$ cat src/rtl/mvwo_pkg.sv
// ----------------------------------------------------------------------------
// Oscillator bank package
// Shared widths, input codes, the request type passed from the front end to
// the back end, and the pitch-to-period table.
// ----------------------------------------------------------------------------
`default_nettype none

package mvwo_pkg;

  localparam int NUM_VOICES = 8;
  localparam int VIDX_W     = (NUM_VOICES > 1) ? $clog2(NUM_VOICES) : 1;

  localparam int FUNC_W   = 3;
  localparam int VOICE_W  = 3;
  localparam int VALUE_W  = 8;
  localparam int SAMPLE_W = 8;
  localparam int PITCH_W  = 7;
  localparam int VEL_W    = 8;
  localparam int COUNT_W  = 14;

  localparam logic [PITCH_W-1:0] PITCH_MAX = 7'd126;

  // Input function codes.
  localparam logic [FUNC_W-1:0] FUNC_SET_PITCH = 3'd0;
  localparam logic [FUNC_W-1:0] FUNC_SET_VEL   = 3'd1;
  localparam logic [FUNC_W-1:0] FUNC_SAW       = 3'd2;
  localparam logic [FUNC_W-1:0] FUNC_TRIANGLE  = 3'd3;
  localparam logic [FUNC_W-1:0] FUNC_SQUARE    = 3'd4;

  // Request classes decided by the front end.
  typedef enum logic [2:0] {
    OP_SET_PITCH,
    OP_SET_VEL,
    OP_SAW,
    OP_TRIANGLE,
    OP_SQUARE,
    OP_ECHO,
    OP_NULL
  } op_kind_e;

  typedef struct packed {
    op_kind_e            kind;
    logic [VIDX_W-1:0]   voice;
    logic [VALUE_W-1:0]  value;
  } op_t;

  // Period length in samples for each pitch.
  localparam logic [COUNT_W-1:0] PERIOD_TABLE [127] = '{
    14'd9785, 14'd9236, 14'd8717, 14'd8228, 14'd7766, 14'd7330, 14'd6919, 14'd6531,
    14'd6164, 14'd5818, 14'd5492, 14'd5183, 14'd4892, 14'd4618, 14'd4359, 14'd4114,
    14'd3883, 14'd3665, 14'd3460, 14'd3265, 14'd3082, 14'd2909, 14'd2746, 14'd2592,
    14'd2446, 14'd2309, 14'd2179, 14'd2057, 14'd1942, 14'd1833, 14'd1730, 14'd1633,
    14'd1541, 14'd1455, 14'd1373, 14'd1296, 14'd1223, 14'd1154, 14'd1090, 14'd1029,
    14'd971,  14'd916,  14'd865,  14'd816,  14'd771,  14'd727,  14'd686,  14'd648,
    14'd612,  14'd577,  14'd545,  14'd514,  14'd485,  14'd458,  14'd432,  14'd408,
    14'd385,  14'd364,  14'd343,  14'd324,  14'd306,  14'd289,  14'd272,  14'd257,
    14'd243,  14'd229,  14'd216,  14'd204,  14'd193,  14'd182,  14'd172,  14'd162,
    14'd153,  14'd144,  14'd136,  14'd129,  14'd121,  14'd115,  14'd108,  14'd102,
    14'd96,   14'd91,   14'd86,   14'd81,   14'd76,   14'd72,   14'd68,   14'd64,
    14'd61,   14'd57,   14'd54,   14'd51,   14'd48,   14'd45,   14'd43,   14'd40,
    14'd38,   14'd36,   14'd34,   14'd32,   14'd30,   14'd29,   14'd27,   14'd26,
    14'd24,   14'd23,   14'd21,   14'd20,   14'd19,   14'd18,   14'd17,   14'd16,
    14'd15,   14'd14,   14'd14,   14'd13,   14'd12,   14'd11,   14'd11,   14'd10,
    14'd10,   14'd9,    14'd9,    14'd8,    14'd8,    14'd7,    14'd7
  };

  // Pitches above the top of the table use the top entry.
  function automatic logic [COUNT_W-1:0] period_of(input logic [PITCH_W-1:0] pitch);
    logic [PITCH_W-1:0] idx;
    idx = (pitch > PITCH_MAX) ? PITCH_MAX : pitch;
    return PERIOD_TABLE[idx];
  endfunction

endpackage

`default_nettype wire

$ cat src/rtl/mvwo_front.sv
// ----------------------------------------------------------------------------
// Oscillator bank front end
// Takes incoming requests, decodes and clamps them, and holds them in a
// two-entry queue for the back end.
// ----------------------------------------------------------------------------
`default_nettype none

module mvwo_front
  import mvwo_pkg::*;
(
  input  wire logic               clk_i,
  input  wire logic               rst_ni,
  input  wire logic               in_valid_i,
  output logic                    in_stall_o,
  input  wire logic [FUNC_W-1:0]  func_i,
  input  wire logic [VOICE_W-1:0] voice_i,
  input  wire logic [VALUE_W-1:0] value_i,
  output logic                    op_valid_o,
  output op_t                     op_o,
  input  wire logic               op_pop_i
);

  localparam int QDEPTH = 2;

  op_t        queue_q [QDEPTH];
  logic       wr_ptr_q, wr_ptr_d;
  logic       rd_ptr_q, rd_ptr_d;
  logic [1:0] fill_q, fill_d;
  op_t        op_new;
  logic       push, pop;

  // Decode the incoming request.
  always_comb begin
    op_new.voice = VIDX_W'(voice_i);
    op_new.value = value_i;
    if (int'(voice_i) >= NUM_VOICES) begin
      op_new.kind = OP_NULL;
    end else begin
      case (func_i)
        FUNC_SET_PITCH: begin
          op_new.kind  = OP_SET_PITCH;
          op_new.value = (value_i > {1'b0, PITCH_MAX}) ? {1'b0, PITCH_MAX} : value_i;
        end
        FUNC_SET_VEL:  op_new.kind = OP_SET_VEL;
        FUNC_SAW:      op_new.kind = OP_SAW;
        FUNC_TRIANGLE: op_new.kind = OP_TRIANGLE;
        FUNC_SQUARE:   op_new.kind = OP_SQUARE;
        default:       op_new.kind = OP_ECHO;
      endcase
    end
  end

  assign in_stall_o = (fill_q == 2'(QDEPTH));
  assign push       = in_valid_i && !in_stall_o;
  assign op_valid_o = (fill_q != 2'd0);
  assign pop        = op_pop_i && op_valid_o;
  assign op_o       = queue_q[rd_ptr_q];

  always_comb begin
    wr_ptr_d = push ? ~wr_ptr_q : wr_ptr_q;
    rd_ptr_d = pop ? ~rd_ptr_q : rd_ptr_q;
    fill_d   = fill_q + 2'(push) - 2'(pop);
  end

  always_ff @(posedge clk_i or negedge rst_ni) begin
    if (!rst_ni) begin
      wr_ptr_q <= 1'b0;
      rd_ptr_q <= 1'b0;
      fill_q   <= 2'd0;
    end else begin
      wr_ptr_q <= wr_ptr_d;
      rd_ptr_q <= rd_ptr_d;
      fill_q   <= fill_d;
    end
  end

  always_ff @(posedge clk_i) begin
    if (push) begin
      queue_q[wr_ptr_q] <= op_new;
    end
  end

endmodule

`default_nettype wire

$ cat src/rtl/mvwo_back.sv
// ----------------------------------------------------------------------------
// Oscillator bank back end
// Holds the voice state, executes one queued request at a time with an
// eight-step restoring divider, and drives the output register.
// ----------------------------------------------------------------------------
`default_nettype none

module mvwo_back
  import mvwo_pkg::*;
(
  input  wire logic                clk_i,
  input  wire logic                rst_ni,
  input  wire logic                op_valid_i,
  input  wire op_t                 op_i,
  output logic                     op_pop_o,
  output logic                     out_valid_o,
  input  wire logic                out_stall_i,
  output logic [SAMPLE_W-1:0]      sample_o,
  output logic [PITCH_W-1:0]       pitch_now_o,
  output logic [VEL_W-1:0]         velocity_now_o
);

  localparam int NUM_W = 24;

  typedef enum logic [2:0] {
    ST_IDLE,
    ST_SHAPE,
    ST_MUL,
    ST_ADD,
    ST_CHECK,
    ST_DIV,
    ST_DONE
  } state_e;

  state_e              state_q;
  logic [COUNT_W-1:0]  count_q [NUM_VOICES];
  logic [PITCH_W-1:0]  pitch_q [NUM_VOICES];
  logic [VEL_W-1:0]    vel_q   [NUM_VOICES];

  op_kind_e            kind_q;
  logic [VIDX_W-1:0]   idx_q;
  logic [COUNT_W-1:0]  c_q, p_q, x_q, d_q;
  logic [VEL_W-1:0]    v_q;
  logic [21:0]         prod_q;
  logic [NUM_W-1:0]    lim_q, num_q, rem_q;
  logic [SAMPLE_W-1:0] quo_q;
  logic [2:0]          bit_q;

  logic [SAMPLE_W-1:0] res_sample_q;
  logic [PITCH_W-1:0]  res_pitch_q;
  logic [VEL_W-1:0]    res_vel_q;

  logic                out_valid_q;
  logic [SAMPLE_W-1:0] out_sample_q;
  logic [PITCH_W-1:0]  out_pitch_q;
  logic [VEL_W-1:0]    out_vel_q;

  logic [COUNT_W-1:0]  half, two_half, c_next;
  logic [21:0]         prod;
  logic [NUM_W-1:0]    lim, den, den_sh, rem_next;
  logic                ge;
  logic [SAMPLE_W-1:0] quo_next;
  logic                slot_free;
  logic                load_out;

  assign op_pop_o  = (state_q == ST_IDLE) && op_valid_i;
  assign slot_free = !out_valid_q || !out_stall_i;
  assign load_out  = (state_q == ST_DONE) && slot_free;

  always_comb begin
    half     = p_q >> 1;
    two_half = {half[COUNT_W-2:0], 1'b0};
    c_next   = (c_q >= p_q) ? '0 : c_q + 14'd1;
    prod     = 22'(v_q) * 22'(x_q);
    den      = NUM_W'({d_q, 1'b0});
    lim      = NUM_W'({1'b0, v_q} + 9'd1) * den;
    den_sh   = den << bit_q;
    ge       = (rem_q >= den_sh);
    rem_next = ge ? rem_q - den_sh : rem_q;
    quo_next = quo_q | (ge ? (8'd1 << bit_q) : 8'd0);
  end

  always_ff @(posedge clk_i or negedge rst_ni) begin
    if (!rst_ni) begin
      state_q      <= ST_IDLE;
      for (int i = 0; i < NUM_VOICES; i++) begin
        count_q[i] <= '0;
        pitch_q[i] <= '0;
        vel_q[i]   <= '0;
      end
      kind_q       <= OP_NULL;
      idx_q        <= '0;
      c_q          <= '0;
      p_q          <= '0;
      x_q          <= '0;
      d_q          <= '0;
      v_q          <= '0;
      prod_q       <= '0;
      lim_q        <= '0;
      num_q        <= '0;
      rem_q        <= '0;
      quo_q        <= '0;
      bit_q        <= '0;
      res_sample_q <= '0;
      res_pitch_q  <= '0;
      res_vel_q    <= '0;
      out_valid_q  <= 1'b0;
      out_sample_q <= '0;
      out_pitch_q  <= '0;
      out_vel_q    <= '0;
    end else begin
      if (load_out) begin
        out_valid_q  <= 1'b1;
        out_sample_q <= res_sample_q;
        out_pitch_q  <= res_pitch_q;
        out_vel_q    <= res_vel_q;
      end else if (out_valid_q && !out_stall_i) begin
        out_valid_q <= 1'b0;
      end
      case (state_q)
        ST_IDLE: begin
          if (op_valid_i) begin
            idx_q        <= op_i.voice;
            kind_q       <= op_i.kind;
            res_sample_q <= '0;
            c_q          <= count_q[op_i.voice];
            p_q          <= period_of(pitch_q[op_i.voice]);
            v_q          <= vel_q[op_i.voice];
            case (op_i.kind)
              OP_SET_PITCH: begin
                pitch_q[op_i.voice] <= op_i.value[PITCH_W-1:0];
                res_pitch_q         <= op_i.value[PITCH_W-1:0];
                res_vel_q           <= vel_q[op_i.voice];
                state_q             <= ST_DONE;
              end
              OP_SET_VEL: begin
                vel_q[op_i.voice] <= op_i.value;
                res_pitch_q       <= pitch_q[op_i.voice];
                res_vel_q         <= op_i.value;
                state_q           <= ST_DONE;
              end
              OP_SAW, OP_TRIANGLE, OP_SQUARE: begin
                res_pitch_q <= pitch_q[op_i.voice];
                res_vel_q   <= vel_q[op_i.voice];
                state_q     <= ST_SHAPE;
              end
              OP_ECHO: begin
                res_pitch_q <= pitch_q[op_i.voice];
                res_vel_q   <= vel_q[op_i.voice];
                state_q     <= ST_DONE;
              end
              default: begin
                res_pitch_q <= '0;
                res_vel_q   <= '0;
                state_q     <= ST_DONE;
              end
            endcase
          end
        end
        ST_SHAPE: begin
          count_q[idx_q] <= c_next;
          case (kind_q)
            OP_SQUARE: begin
              res_sample_q <= (c_q <= (p_q >> 4)) ? v_q : '0;
              state_q      <= ST_DONE;
            end
            OP_TRIANGLE: begin
              d_q <= half;
              if (c_q <= half) begin
                x_q     <= c_q;
                state_q <= ST_MUL;
              end else if (c_q >= two_half) begin
                res_sample_q <= '0;
                state_q      <= ST_DONE;
              end else begin
                x_q     <= two_half - c_q;
                state_q <= ST_MUL;
              end
            end
            default: begin
              x_q     <= c_q;
              d_q     <= p_q;
              state_q <= ST_MUL;
            end
          endcase
        end
        ST_MUL: begin
          prod_q  <= prod;
          lim_q   <= lim;
          state_q <= ST_ADD;
        end
        ST_ADD: begin
          num_q   <= NUM_W'({prod_q, 1'b0}) + NUM_W'(d_q);
          state_q <= ST_CHECK;
        end
        ST_CHECK: begin
          if (num_q >= lim_q) begin
            res_sample_q <= v_q;
            state_q      <= ST_DONE;
          end else begin
            rem_q   <= num_q;
            quo_q   <= '0;
            bit_q   <= 3'd7;
            state_q <= ST_DIV;
          end
        end
        ST_DIV: begin
          rem_q <= rem_next;
          quo_q <= quo_next;
          bit_q <= bit_q - 3'd1;
          if (bit_q == 3'd0) begin
            res_sample_q <= quo_next;
            state_q      <= ST_DONE;
          end
        end
        ST_DONE: begin
          if (slot_free) begin
            state_q <= ST_IDLE;
          end
        end
        default: begin
          state_q <= ST_IDLE;
        end
      endcase
    end
  end

  assign out_valid_o    = out_valid_q;
  assign sample_o       = out_sample_q;
  assign pitch_now_o    = out_pitch_q;
  assign velocity_now_o = out_vel_q;

  // A sample is always saturated to the voice velocity.
  a_sample_le_vel: assert property (@(posedge clk_i) disable iff (!rst_ni)
    out_valid_o |-> (sample_o <= velocity_now_o))
    else $error("sample above velocity");

  // Stored pitch is always clamped.
  a_pitch_clamped: assert property (@(posedge clk_i) disable iff (!rst_ni)
    out_valid_o |-> (pitch_now_o <= PITCH_MAX))
    else $error("pitch above clamp");

  // The divider remainder stays below twice the current trial divisor, so
  // the quotient fits in eight bits.
  a_div_bound: assert property (@(posedge clk_i) disable iff (!rst_ni)
    (state_q == ST_DIV) |-> (rem_q < (den << (4'(bit_q) + 4'd1))))
    else $error("divider remainder out of range");

  // A new result is only loaded when the output register is free.
  a_no_overwrite: assert property (@(posedge clk_i) disable iff (!rst_ni)
    (out_valid_q && out_stall_i) |=> (out_valid_q && $stable(out_sample_q)))
    else $error("stalled result overwritten");

endmodule

`default_nettype wire

$ cat src/rtl/multi_voice_wave_oscillator.sv
// ----------------------------------------------------------------------------
// Multi-voice wave oscillator
// Eight-voice table-driven oscillator bank producing saw, triangle and
// square samples scaled by each voice's velocity.
// ----------------------------------------------------------------------------
// Each request either sets a voice's pitch (clamped to 126) or velocity, or
// asks for the next saw, triangle or square sample of that voice, which also
// advances the voice's phase counter. Every request returns exactly one
// result carrying the sample (zero for set requests) and the voice's pitch
// and velocity after the request; a request for a voice outside the bank
// returns all zeros. Requests pass through a two-entry queue, so up to two
// can be taken while the back end is busy, and a finished result waits in an
// output register while the next request is already being worked on. The
// back end handles one request at a time: a set request or an unused function
// code goes from idle straight to done, a square sample or a triangle sample
// whose counter is at or past twice the half period passes through the shape
// step, a saturated saw or triangle sample through the shape, multiply, add
// and check steps, and any other saw or triangle sample then also through the
// eight-step restoring divider that forms the rounded quotient. A finished
// result that finds the output register still stalled holds the back end for
// as long as that stall lasts.
// ----------------------------------------------------------------------------
`default_nettype none

module multi_voice_wave_oscillator
  import mvwo_pkg::*;
(
  input  wire logic                clk_i,
  input  wire logic                rst_ni,
  input  wire logic                in_valid_i,
  output logic                     in_stall_o,
  input  wire logic [FUNC_W-1:0]   func_i,
  input  wire logic [VOICE_W-1:0]  voice_i,
  input  wire logic [VALUE_W-1:0]  value_i,
  output logic                     out_valid_o,
  input  wire logic                out_stall_i,
  output logic [SAMPLE_W-1:0]      sample_o,
  output logic [PITCH_W-1:0]       pitch_now_o,
  output logic [VEL_W-1:0]         velocity_now_o
);

  // Decoded requests queued between the front and back ends.
  logic op_valid;
  logic op_pop;
  op_t  op;

  // The front end decodes each request and buffers it.
  mvwo_front u_front (
    .clk_i      (clk_i),
    .rst_ni     (rst_ni),
    .in_valid_i (in_valid_i),
    .in_stall_o (in_stall_o),
    .func_i     (func_i),
    .voice_i    (voice_i),
    .value_i    (value_i),
    .op_valid_o (op_valid),
    .op_o       (op),
    .op_pop_i   (op_pop)
  );

  // The back end owns the voice state and produces the results.
  mvwo_back u_back (
    .clk_i          (clk_i),
    .rst_ni         (rst_ni),
    .op_valid_i     (op_valid),
    .op_i           (op),
    .op_pop_o       (op_pop),
    .out_valid_o    (out_valid_o),
    .out_stall_i    (out_stall_i),
    .sample_o       (sample_o),
    .pitch_now_o    (pitch_now_o),
    .velocity_now_o (velocity_now_o)
  );

endmodule

`default_nettype wire
$ cat config.mk
export PLATFORM = sky130hd
export DESIGN_NAME = multi_voice_wave_oscillator
export DESIGN_NICKNAME = d
export VERILOG_FILES = /design/src/rtl/mvwo_pkg.sv /design/src/rtl/mvwo_front.sv /design/src/rtl/mvwo_back.sv /design/src/rtl/multi_voice_wave_oscillator.sv
export SDC_FILE = /design/constraint.sdc
export NUM_CORES = 2
export LEC_CHECK = 0
export ABC_AREA = 1
export ABC_CLOCK_PERIOD_IN_PS = 5350
export BUFFER_PORTS_ARGS = -buffer_cell sky130_fd_sc_hd__buf_2
export CAP_MARGIN = 30
export CORE_AREA = 3 3 254 256
export CTS_CLUSTER_DIAMETER = 80
export CTS_CLUSTER_SIZE = 12
export DETAILED_ROUTE_END_ITERATION = 8
export DIE_AREA = 0 0 257 259
export PLACE_DENSITY = 0.73
export RECOVER_POWER = 100
export SYNTH_ARGS = -nofsm -noshare
export SYNTH_HDL_FRONTEND = slang
export SYNTH_SLANG_ARGS = --single-unit
$ cat constraint.sdc
create_clock -name clk_i -period 5.35 [get_ports clk_i]
set_clock_uncertainty 0.05 [all_clocks]
set_input_delay 0 -clock clk_i [delete_from_list [all_inputs] [get_ports clk_i]]
set_output_delay 0 -clock clk_i [all_outputs]
set_load 0.05 [all_outputs]
==> flow_metrics.py <==
metrics = {
    "worst_setup_path": {
        "cp_max_fo": 5,
        "r2r_setup_slack_ns": 0.15,
        "r2r-start": "u_back.v_q[0]",
        "crit_chain": "inv_2, nor3_2, nand2_2, nor3_4, inv_2, o21ai_2, nand2_4, buf_4, nor2_2, fa_1, fa_2, fa_1, inv_1, fa_1, inv_1, ha_4, nand2_2, nor3_4, nand3_1, nand3_2, a21oi_2, o21ai_1, xor2_1, o21ai_0",
        "critPathKind": "reg -> reg",
        "crit_path_max_incr_delay_ns": 0.54,
        "cpMostUsedCell": "fa_1",
        "worstPathArrival_ns": 5.62,
        "cp-end-kind": "flip-flop",
        "cp-start-kind": "flip-flop",
        "rr_worst_depth": 24,
        "required_ns": 5.77,
        "cp_slowest_cell": "fa_1",
        "r2r_end": "u_back.lim_q[21]",
    },
    "cells_and_area": {
        "syn_to_final_growth_pct": 9.12,
        "nFillCells": 5614,
        "layout-drive-gt1-share_pct": 7.51,
        "regArea_um2": 12400,
        "num_antenna_cells": 0,
        "fin_util_pct": 59.7,
        "multi_input_area_um2": 19300,
        "final_nets": 4774,
    },
    "grt": {
        "grt_pass1_wl_mm": 156,
        "grt_usage_pct": 29.1,
        "grt_pass1_vias": 28480,
        "grt_max_degree": 131,
        "antenna_found_initial": 0,
        "overflow": 0,
    },
    "synthesis": {
        "yosysMostFrequentCell": "nand2_1",
        "synth_top_area_share_pct": 33.4,
        "synthAdderAreaFrac_pct": 17.2,
        "synth_compound_area_share_pct": 14.7,
        "synthFlopType": "dfrtp_1",
        "synth_xor_area_share_pct": 1.66,
        "syn_area_um2": 34300,
        "ys_seq_area_share_pct": 36.0,
        "yosysTopAreaCell": "dfrtp_1",
        "synth.area.top_cells": "dfrtp_1 33%, nand2_1 13%, fa_1 9.3%",
        "synthCells": 4339,
        "ys_ff_latch": 488,
        "synth_edf_count": 28,
        "synth_warnings": 0,
        "syn_avg_cell_area_um2": 7.91,
        "synthTopCellsByCount": "1,227 x nand2_1, 540 x inv_1, 511 x o21ai_0, 458 x dfrtp_1, 218 x ha_1",
        "ys_async_sr_fraction_pct": 94.3,
        "synth.area.mux_share_pct": 0.755,
        "syn-num-nets": 4734,
        "synthSimpleGateAreaFrac_pct": 21.2,
        "synthDistinctLibCells": 68,
        "synth_top_family_by_area": "simple AND/OR/NAND/NOR gates",
    },
    "floorplan": {
        "initial_core_util_pct": 54.7,
        "die_area_um2": 66600,
        "core-area_um2": 62700,
        "ios": 43,
        "die_h_um": 259,
        "rows": 92,
        "die_width_um": 257,
    },
    "sta": {
        "holdWs_ns": 0.0589,
        "setup_viol": 0,
        "min_period_ns": 5.20,
        "worst_pin_slew_ns": 3.51,
        "fin_crit_sh_pct": 97.2,
        "clock.fmax_mhz": 192,
        "finalMaxSlewViolations": 542,
        "hold_viol_final": 0,
        "fin_setup_tns_ns": 0,
        "slew_headroom_pct": -134,
    },
    "min_path": {
        "hold_start": "voice_i[0]",
        "hold_end": "u_front.queue_q[1][8]",
        "hp-class": "in -> reg",
        "hold_depth": 2,
    },
    "detailed_routing": {
        "ant_nets": 0,
        "drt_wl_total_mm": 97.3,
        "wl_met1_mm": 41.4,
        "wl_per_cell_um": 18.6,
        "first_pass_iters": 6,
        "vias": 29625,
        "routed_via_density": 5.65,
        "drc": 0,
        "first_iter_violations": 2978,
        "top_layer_used": "met4",
        "wl_met2_mm": 45.0,
        "route.met3.wl_mm": 6.22,
    },
    "clocking": {
        "cts.sinks": 488,
        "path_clk_slew_ns": 0.06,
        "root_buffer": "clkbuf_16",
        "cts_buffers": 48,
        "cts_tree": "built",
        "clockBufferDepth": 3,
        "htreeDepth": 2,
        "worstSkewPairLatency_ns": 0.63,
    },
    "status": {
        "run_status": "finished with violations",
        "violations": "max-capacitance violations, max-slew violations",
    },
    "flow_run": {
        "drv_cap": 8,
    },
    "placed_design": {
        "port_buffers": 42,
        "gp_congestion": 0.957,
        "dp_hpwl_mm": 70.6,
    },
    "power_and_ir_drop": {
        "p_leak_nw": 18.7,
        "vdd_drop_max_mv": 0.394,
        "power_density_nw_per_um2": 611,
    },
}
==> area by class of cell <==
cell class / count / share of cell area, %
well taps: 846 / 2.83
inverters: 561 / 5.64
flip-flops and latches: 488 / 33.0
clock buffers: 61 / 3.39
clock inverters: 7 / 0.424
repair buffers: 168 / 3.15
multi-input cells: 3112 / 51.6
==> placed cells by master (no fill, tap or decap), drive strengths merged, types with 3 or more instances in the layout <==
| master | n |
|---|---|
| nand2 | 1258 |
| inv | 560 |
| o21ai | 539 |
| dfrtp | 458 |
| nor2 | 226 |
| ha | 218 |
| a21oi | 167 |
| fa | 159 |
| nand3 | 155 |
| clkbuf | 107 |
| buf | 99 |
| a22oi | 45 |
| xor2 | 41 |
| nor3 | 41 |
| nand4 | 34 |
| edfxtp | 28 |
| xnor2 | 24 |
| a221oi | 24 |
| dlygate4sd3 | 22 |
| o211ai | 18 |
| or2 | 18 |
| o22ai | 15 |
| mux2 | 15 |
| o31ai | 13 |
| a31oi | 13 |
| o21a | 11 |
| a21o | 10 |
| mux2i | 9 |
| o21bai | 9 |
| a22o | 8 |
| a32oi | 6 |
| a211oi | 6 |
| nor4 | 5 |
| clkinv | 5 |
| and2 | 5 |
| nand3b | 3 |
| o2111ai | 3 |
| a21boi | 3 |
==> layer usage <==
| metal | vias up | GRT usage (%) |
|---|---|---|
| li1 | 14112 | - |
| met1 | 14167 | 38.9 |
| met2 | 1109 | 47.7 |
| met3 | 237 | 4.05 |
| met4 | 0 | 12.3 |
| met5 | - | 0 |
==> report_power, final <==
part	internal, mW	switching (mW)	total (mW)
Sequential	4.91	1.15	6.07
Clock	1.77	1.50	3.27
Combinational	4.38	9.17	13.5
Total	11.1	11.8	22.9
==> timing repair <==
| action | 4_1_cts | 5_1_grt |
|---|---|---|
| resized for setup | 7 | 73 |
| endpoints found under the hold margin | 222 | 0 |
| buffers inserted | 0 | 7 |
| hold buffers | 23 | 0 |
| pin swaps | 3 | 32 |
| gates cloned | 0 | 1 |
| setup endpoints to repair | 6 | 14 |
==> worst max-delay path by stage <==
stage                  start               end  slack, ns  depth (start not counted)
2_1_floorplan  u_back.v_q[2]  u_back.lim_q[21]       0.01                         27
3_3_place_gp   u_back.v_q[1]  u_back.lim_q[16]       0.06                         23
5_1_grt        u_back.v_q[0]  u_back.lim_q[19]       -0.1                         24
4_1_cts        u_back.v_q[2]  u_back.lim_q[21]       0.02                         24
3_5_place_dp   u_back.v_q[1]  u_back.lim_q[21]      -0.08                         24
6_report       u_back.v_q[0]  u_back.lim_q[21]       0.15                         24
==> through the flow <==
step           cell area [um^2]  std cells  total power, mW  worst slack, ns
2_1_floorplan             34300       4339             15.2           0.0104
3_3_place_gp              35500       5140             18.9           0.0628
3_5_place_dp              35600       5144             19.2          -0.0842
4_1_cts                   37300       5235             22.5           0.0179
5_1_grt                   37400       5243             24.8          -0.0987
6_report                  37400       5243             22.9            0.149
==> cells by family (layout without fill, tap and decap cells) <==
group | Yosys count | after routing
compound gates | 898 | 898
xor+xnor | 65 | 65
fa+ha+maj | 377 | 377
buf+inv | 739 | 797
flops | 488 | 488
mux | 24 | 24
simple gates | 1748 | 1748
==> critical path: cells and delay by family (launching register included) <==
kind            cells  cell delay (ns)
compound gates      4             0.49
xor+xnor            1             0.16
flops               1             0.39
simple gates        9             1.25
fa+ha+maj           5             2.29
buf+inv             5             0.41
==> state kept, by name, indices dropped and copies added, names as in the netlist, 14 cells and up <==
name	cells
u_back.c_q	14
u_back.count_q	112
u_back.d_q	14
u_back.lim_q	23
u_back.num_q	24
u_back.p_q	14
u_back.pitch_q	56
u_back.prod_q	22
u_back.rem_q	24
u_back.vel_q	64
u_back.x_q	14
u_front.queue_q	28
Power figures use the tool's default switching activity.
